### src/rtl/gmd_ram.sv
// generic single-port synchronous ram with registered read
// no dependencies; used for the cell store and the search stack

module gmd_ram #(
   parameter int WIDTH = 8,
   parameter int DEPTH = 16
) (
   input  logic                     clock,
   input  logic                     we,
   input  logic [$clog2(DEPTH)-1:0] addr,
   input  logic [WIDTH-1:0]         wdata,
   output logic [WIDTH-1:0]         rdata
);

   logic [WIDTH-1:0] mem [DEPTH];
   logic [WIDTH-1:0] rdata_ff;

   // write port and registered read
   always_ff @(posedge clock) begin
      if (we) begin
         mem[addr] <= wdata;
      end
      rdata_ff <= mem[addr];
   end

   assign rdata = rdata_ff;

endmodule

### config.mk
export PLATFORM = sky130hd
export DESIGN_NAME = gmd_ram
export DESIGN_NICKNAME = d
export VERILOG_FILES = /design/src/rtl/gmd_ram.sv
export SDC_FILE = /design/constraint.sdc
export NUM_CORES = 1
export LEC_CHECK = 0
export BUFFER_PORTS_ARGS = -buffer_cell sky130_fd_sc_hd__clkbuf_2
export CORE_ASPECT_RATIO = 0.9
export CORE_MARGIN = 1.5
export CORE_UTILIZATION = 35
export DETAILED_ROUTE_END_ITERATION = 7
export PLACE_DENSITY = 0.52
export SLEW_MARGIN = 15
export SYNTH_ARGS = -nofsm -noshare
export SYNTH_HDL_FRONTEND = slang
export SYNTH_SLANG_ARGS = --single-unit
export TNS_END_PERCENT = 20
### constraint.sdc
create_clock -name clock -period 2.1 [get_ports clock]
set_input_delay 0.315 -clock clock [delete_from_list [all_inputs] [get_ports clock]]
set_output_delay 0.315 -clock clock [all_outputs]
set_load 0.005 [all_outputs]
* Word-level counts from Yosys, hierarchy flattened
Memories as Yosys holds them, arrays and structs flattened. A register that Yosys moved wholly into a read port is not among the register bits.
Cells that the tools add are included.
** Operators by class
- Multiplexer cells :: 2
** Operators with widths (number)
- two-way mux 1 bit :: 2
** Storage, ports and cells
- Register bits :: 0
- Memory bits (writable) :: 128
- Output and inout bits :: 8
- Logic and storage cells :: 3
- Memories :: 1
** Memory list
- mem :: depth 16, width 8, read ports 1, clocked after Yosys merged registers in 1, wr ports 1, RTL line 15 : logic [WIDTH-1:0] mem [DEPTH];

* Depth between registers and ports, before layout
Gate-level depths: netlist of run 1.
- Depth after elaboration :: 2
- Gate-level depth with buffers :: 5

* Least setup slack after synthesis of run 1
Ideal clock, no wire load.
- Kind :: in2reg
- Start :: in addr[2]
- End :: mem mem[0][0], enable pin
- Setup time :: 383 ps
- Arrival :: 1425 ps
- Data required time :: 1717 ps
- Slack :: 292 ps
- Cell stages on the path :: 2
- Path buffers :: 0
- Cell sequence :: or3b_2 -> nor3_1
** RTL lines
- start: declaration :: RTL line 10 : input logic [$clog2(DEPTH)-1:0] addr,
- end: declaration :: RTL line 15
No word-level cell before the write port.

==> results_dict.tcl, run 1 <==
set metrics [dict create \
    netlist-cell-type-count 18 \
    fin_ws_ns 0.7337 \
    synth-compound-area-share_pct 2.370 \
    antennaDiodeCount 0 \
    vdd_drop_max_v 0.0005698 \
    muxShareOfSynthArea_pct 14.22 \
    grt_pass1_vias 2584 \
    yosysSeqAreaShare_pct 79.01 \
    routed_wl_mm 9.802 \
    worstPathRequired_ns 2.40 \
    setup_viol 0 \
    grt_max_degree 22 \
    antenna_found_initial 0 \
    r2r_end "rdata[4]" \
    synth_most_common_cell "edfxtp_1" \
    yosys.area_share.simple_pct 3.210 \
    cap_violations 0 \
    hold_slack_ns 0.3404 \
    yosysWarnings 0 \
    async_flop_share_pct 0 \
    drc_errors 0 \
    syn_inst 230 \
    clockBufferDepth 2 \
    worst_clock_skew_ns 0.004369 \
    hold_class "in -> reg" \
    synth.top_cells.by_count "edfxtp_1 (128), mux4_2 (32), a22oi_1 (16)" \
    cts_tree "built" \
    grt-ovfl-total 0 \
    reg2reg_depth 3 \
    powerDensity_nw_per_um2 992.9 \
    synth_edf_count 128 \
    crit_type "reg -> reg" \
    fill_cells 1266 \
    synthAdderAreaFrac_pct 0 \
    seqCellArea_um2 4004 \
    cts.clk_slew.worst_paths_ns 0.06 \
    rsz0062_at_grt "no" \
    drive_gt1_share_pct 37.79 \
    vias_per_cell 4.801 \
    ys_ff_latch 136 \
    p_leak_nw 2.045 \
    die_height_um 117.2 \
    synth_area_leader_cell "edfxtp_1" \
    regToRegSetupSlack_ns 0.73 \
    syn_area_um2 5067 \
    synth_xor_area_share_pct 0 \
    rows 41 \
    synth_ff_type "edfxtp_1" \
    fmax_ghz 0.7319 \
    initial_core_util_pct 36.05 \
    endpoint_kind "flop" \
    yosysTopAreaCellShare_pct 75.85 \
    syn2layout_area_growth_pct 21.38 \
    worst_pin_slew_ns 0.5259 \
    avgSynthCellArea_um2 22.03 \
    die_x_um 129.8 \
    hold_buffers 0 \
    start_kind "flop" \
    synth_nets 244 \
    nets 300 \
    wl_per_cell_um 19.92 \
    numCtsBuffers 17 \
    hold_path_end "mem[6][0]" \
    fin_crit_sh_pct 65.06 \
    place.gp.congestion 0.7475 \
    postCtsSetupRepairBufs 0 \
    dieArea_um2 15210 \
    slew_headroom_pct 64.81 \
    cts_resized 0 \
    finalPower_w 0.006107 \
    multi_input_area_um2 1003 \
    placed_area_um2 5594 \
    yosys-top-cells-area "edfxtp_1 (76%), mux4_2 (14%), dfxtp_1 (3.2%)" \
    htree_levels 4 \
    synth_top_family_by_area "multiplexers" \
    fin_area_um2 6151 \
    min_from "wdata[0]" \
    cp_max_fo 1 \
    status "complete, no violations" \
    clock_latency_ns 0.41 \
    critPathArrivalTime_ns 1.66 \
    dp_slack_ns 0.3434 \
    core_region_area_um2 14060 \
    slew_violations 0 \
    io_buffers 21 \
    cts_sinks 136 \
    final-hold-violation-count 0 \
    pin_count 22 \
    cts_root_buf "clkbuf_16" \
    hold_depth 1 \
    grt_pass1_wl_mm 15.28 \
    grt_usage_pct 14.69 \
    vias 2362 \
    fin_crit_ns 1.366 \
    r2r-start "mem[7][4]" \
    detail-route-antenna-nets 0 \
    dr.pass1.iters 4 \
    hpwl_mm 6.434 \
    fin_setup_tns_ns 0 \
    first_iter_violations 189 \
]
[layout by cell type (no fill, tap or decap)]
cell	n
dfxtp_1	8
clkbuf_16	17
nand3b_1	2
buf_12	3
buf_4	24
inv_8	1
edfxtp_1	128
inv_6	7
nor2b_1	2
and2_1	1
mux4_2	32
clkbuf_2	21
a22oi_1	16
nand2b_1	2
or3b_2	1
clkinv_4	5
nand2_1	9
nand3_1	1
nor2_1	13
clkinvlp_4	2
nor3_1	4
[kinds of logic after synthesis]
| family | Yosys count |
|---|---|
| compound gates | 16 |
| mux | 32 |
| flops | 136 |
| simple gates | 35 |
| buf+inv | 11 |
[routing by layer]
metal | share of wire (%) | up-vias | GRT usage, % | routed length, µm
li1 | - | 1074 | - | -
met1 | 46 | 1221 | 19.55 | 4537
met2 | 47 | 49 | 23.00 | 4647
met3 | 4.4 | 18 | 3.909 | 436
met4 | 1.8 | 0 | 6.444 | 181
met5 | 0 | - | 0 | 0
[layout make-up]
| cell class | instances | share of cell area [%] |
|---|---|---|
| sequential | 136 | 65.09 |
| multi-input combinational | 83 | 16.31 |
| clock buffer | 17 | 6.916 |
| timing repair buffer | 48 | 5.614 |
| tap | 193 | 3.926 |
| clock inverter | 15 | 2.136 |
[worst max-delay path: stages (launching register included)]
cell and delay (ns):
edfxtp_1 0.36, mux4_2 0.52, a22oi_1 0.29, nand2_1 0.09
[power by group]
group          total (W)  leakage (nW)  internal [W]  switching (W)
clock network    0.00276         0.268       0.00155        0.00121
logic           0.000291         0.553      0.000130       0.000161
registers        0.00305          1.22       0.00303      0.0000177
[stage by stage]
| stage | util, % | instances |
|---|---|---|
| final | 43.76 | 492 |
| after global routing | 43.76 | 492 |
| after CTS | 43.76 | 492 |
| after detailed placement | 39.80 | 460 |
| after global placement | 39.80 | 460 |
| after floorplan | - | 230 |
[sequential cells by signal, summed over array words and instances (netlist names)]
register and count:
rdata 8, mem 128
[worst max path at each step]
| stage | from | endpoint | slack [ns] |
|---|---|---|---|
| CTS | mem[3][7] | rdata[7] | 0.72 |
| detailed placement | addr[0] | rdata[7] | 0.34 |
| global placement | addr[0] | rdata[4] | 0.36 |
| global route | mem[0][7] | rdata[7] | 0.64 |
| finish | mem[7][4] | rdata[4] | 0.73 |
| floorplan | addr[2] | mem[0][0] | 0.29 |
No activity file was read; power rests on OpenSTA's default activity.
==> inputs of run 2 (changes only) <==
--- a/config.mk
+++ b/config.mk
@@ -10,7 +10,7 @@
 export CORE_MARGIN = 1.5
 export CORE_UTILIZATION = 35
 export DETAILED_ROUTE_END_ITERATION = 7
-export PLACE_DENSITY = 0.52
+export PLACE_DENSITY = 0.54
 export SLEW_MARGIN = 15
 export SYNTH_ARGS = -nofsm -noshare
 export SYNTH_HDL_FRONTEND = slang
==> constraint.sdc (replaced) <==
create_clock -name clock -period 1.15 [get_ports clock]
set_input_delay 0.1725 -clock clock [delete_from_list [all_inputs] [get_ports clock]]
set_output_delay 0.1725 -clock clock [all_outputs]
set_load 0.005 [all_outputs]
==> run 2 against run 1 <==
Compared with the run above: the flow now finishes with violations (negative setup slack); via count grew 6.8%; sequential power increased by 83%; non-clock buffer count increased by 29; critical path depth increased by 1; clock skew up 0.0026 ns; worst hold slack got worse by 0.15 ns; highest routed layer unchanged; global-route usage grew 1.3 points; final cell count increased by 5.9%; design area up 11%; sequential share of layout area shrank 6.3 points.
==> results_dict.tcl, run 2 (synthesis results as in run 1) <==
set metrics [dict create \
    worst_clock_skew_ns 0.006991 \
    grt_pass1_wl_mm 16.61 \
    pin_count 22 \
    clockBufferDepth 2 \
    routed_wl_mm 10.63 \
    rows 41 \
    clock_latency_ns 0.41 \
    swShare_pct 19.99 \
    die_x_um 129.8 \
    numCtsBuffers 17 \
    regToRegSetupSlack_ns -0.20 \
    start_kind "flop" \
    power_frac_seq_pct 46.6 \
    endpoint_kind "flop" \
    final_cells 521 \
    antenna_found_initial 0 \
    htree_levels 4 \
    placed_area_um2 6165 \
    die_height_um 117.2 \
    drc_errors 0 \
    worst_pin_slew_ns 0.9196 \
    nets 329 \
    critPathArrivalTime_ns 1.65 \
    vias 2522 \
    max_stage_delay_ns 0.48 \
    crit_type "reg -> reg" \
    syn2layout_area_growth_pct 34.35 \
    p_int_w 0.009565 \
    final-hold-violation-count 0 \
    grt_pass1_vias 2716 \
    cp_max_fo 1 \
    comb_power_share_pct 5.9 \
    postCtsSetupRepairBufs 0 \
    setup_viol 8 \
    critical_path.endpoint "rdata[5]" \
    cts_sinks 136 \
    dr.pass1.iters 4 \
    vdd_drop_max_v 0.001102 \
    violations "negative setup slack" \
    drive_gt1_share_pct 50.61 \
    switchingPower_w 0.002390 \
    rsz0062_at_grt "yes" \
    r2r-start "mem[2][5]" \
    fin_area_um2 6808 \
    fin_ws_ns -0.2001 \
    cts.clk_slew.worst_paths_ns 0.05 \
    hpwl_mm 7.008 \
    fill_cells 1200 \
    powerDensity_nw_per_um2 1756 \
    grt-ovfl-total 0 \
    fmax_ghz 0.7407 \
    p_clk_share_pct 47.5 \
    grt_usage_pct 15.96 \
    fin_crit_ns 1.350 \
    max_flop_register "mem" \
    initial_core_util_pct 36.05 \
    grt_max_degree 21 \
    reg2reg_depth 4 \
    hold_depth 1 \
    cp_cell_sequence "mux4_2, a22oi_2, buf_4, nand2_1" \
    mostFrequentLayoutCells "edfxtp_1 (128), buf_4 (38), mux4_2 (32), clkbuf_2 (20), buf_12 (18)" \
    first_iter_violations 269 \
    core_region_area_um2 14060 \
    crit_start "mem[2][5]" \
    cts_root_buf "clkbuf_16" \
    hold_class "in -> reg" \
    p_leak_nw 2.288 \
    r2r_end "rdata[5]" \
    worstPathRequired_ns 1.45 \
    detail-route-antenna-nets 0 \
    vias_per_cell 4.841 \
    cap_violations 0 \
    io_buffers 21 \
    slew_violations 0 \
    largest_reg_flops 128 \
    slowest_stage "mux4_2" \
    dieArea_um2 15210 \
    wl_per_cell_um 20.40 \
    fin_crit_sh_pct 117.4 \
    antennaDiodeCount 0 \
    status "complete, but fails checks" \
    final_common_cell "edfxtp_1" \
    cts_tree "built" \
    dp_cells 491 \
    place.gp.congestion 0.6858 \
    slew_headroom_pct 38.57 \
]
==> run 2: cell types whose count changed in the layout (fill, tap and decap cells not counted), moves of 7 or more <==
| cell | delta |
|---|---|
| a22oi_1 | -7 |
| buf_12 | +15 |
| nor2_1 | -12 |
| nor2_4 | +12 |
| inv_6 | -7 |
| a22oi_2 | +7 |
| buf_4 | +14 |
==> run 2: final cells by class <==
class	count	area, µm²	share of cell area, %
multi-input combinational	83	1189	17.46
tap	193	241.5	3.547
sequential	136	4004	58.81
timing repair buffer	77	750.7	11.03
clock inverter	12	176.4	2.591
clock buffer	20	446.7	6.561
==> run 2: power by group through the flow <==
stage / clock network [W] / registers [W] / logic [W]
floorplan: 0 / 0.00567 / 0.000339
global placement: 0 / 0.00567 / 0.000709
detailed placement: 0 / 0.00568 / 0.000711
CTS: 0.00576 / 0.00557 / 0.000727
global route: 0.00598 / 0.00558 / 0.000771
finish: 0.00567 / 0.00557 / 0.000708
==> run 2: layer usage <==
metal	global-route usage, %	wire (µm)
met2	23.81	5037
met4	5.333	80
met3	4.636	478
met1	22.66	5034
met5	0	0
==> run 2: repair_timing <==
item,CTS,global route
setup endpoints to repair,8,8
endpoints found under the hold margin,0,0
pin swaps,8,1
gates resized for setup,7,0
hold buffers,0,0
==> run 2: how the worst min path moves through the flow <==
stage	start	to	slack, ns
after global routing	wdata[3]	mem[6][3]	0.21
after detailed placement	rdata[0]	rdata[0]	0.54
after global placement	rdata[5]	rdata[5]	0.54
after CTS	wdata[3]	mem[6][3]	0.19
final	wdata[3]	mem[6][3]	0.19
after floorplan	wdata[0]	mem[0][0]	0.27
==> run 2: per-stage QoR <==
stage | utilization [%] | hold WS [ns] | TNS [ns] | total power, W | setup WS [ns]
floorplan | - | 0.2714 | -5.355 | 0.006010 | -0.1562
global placement | 43.86 | 0.5449 | -38.50 | 0.006382 | -0.5616
detailed placement | 43.86 | 0.5429 | -37.62 | 0.006387 | -0.5391
CTS | 48.49 | 0.1887 | -1.170 | 0.01207 | -0.2028
global route | 48.43 | 0.2113 | -1.516 | 0.01234 | -0.2474
finish | 48.43 | 0.1939 | -1.083 | 0.01196 | -0.2001
==> run 2: critical path, delay by kind of cell (launching register included) <==
| family | cells | cell delay [ns] |
|---|---|---|
| muxes | 1 | 0.48 |
| buffers and inverters | 1 | 0.16 |
| and+or+nand+nor | 1 | 0.05 |
| AOI/OAI and AO/OA | 1 | 0.18 |
| DFF | 1 | 0.37 |
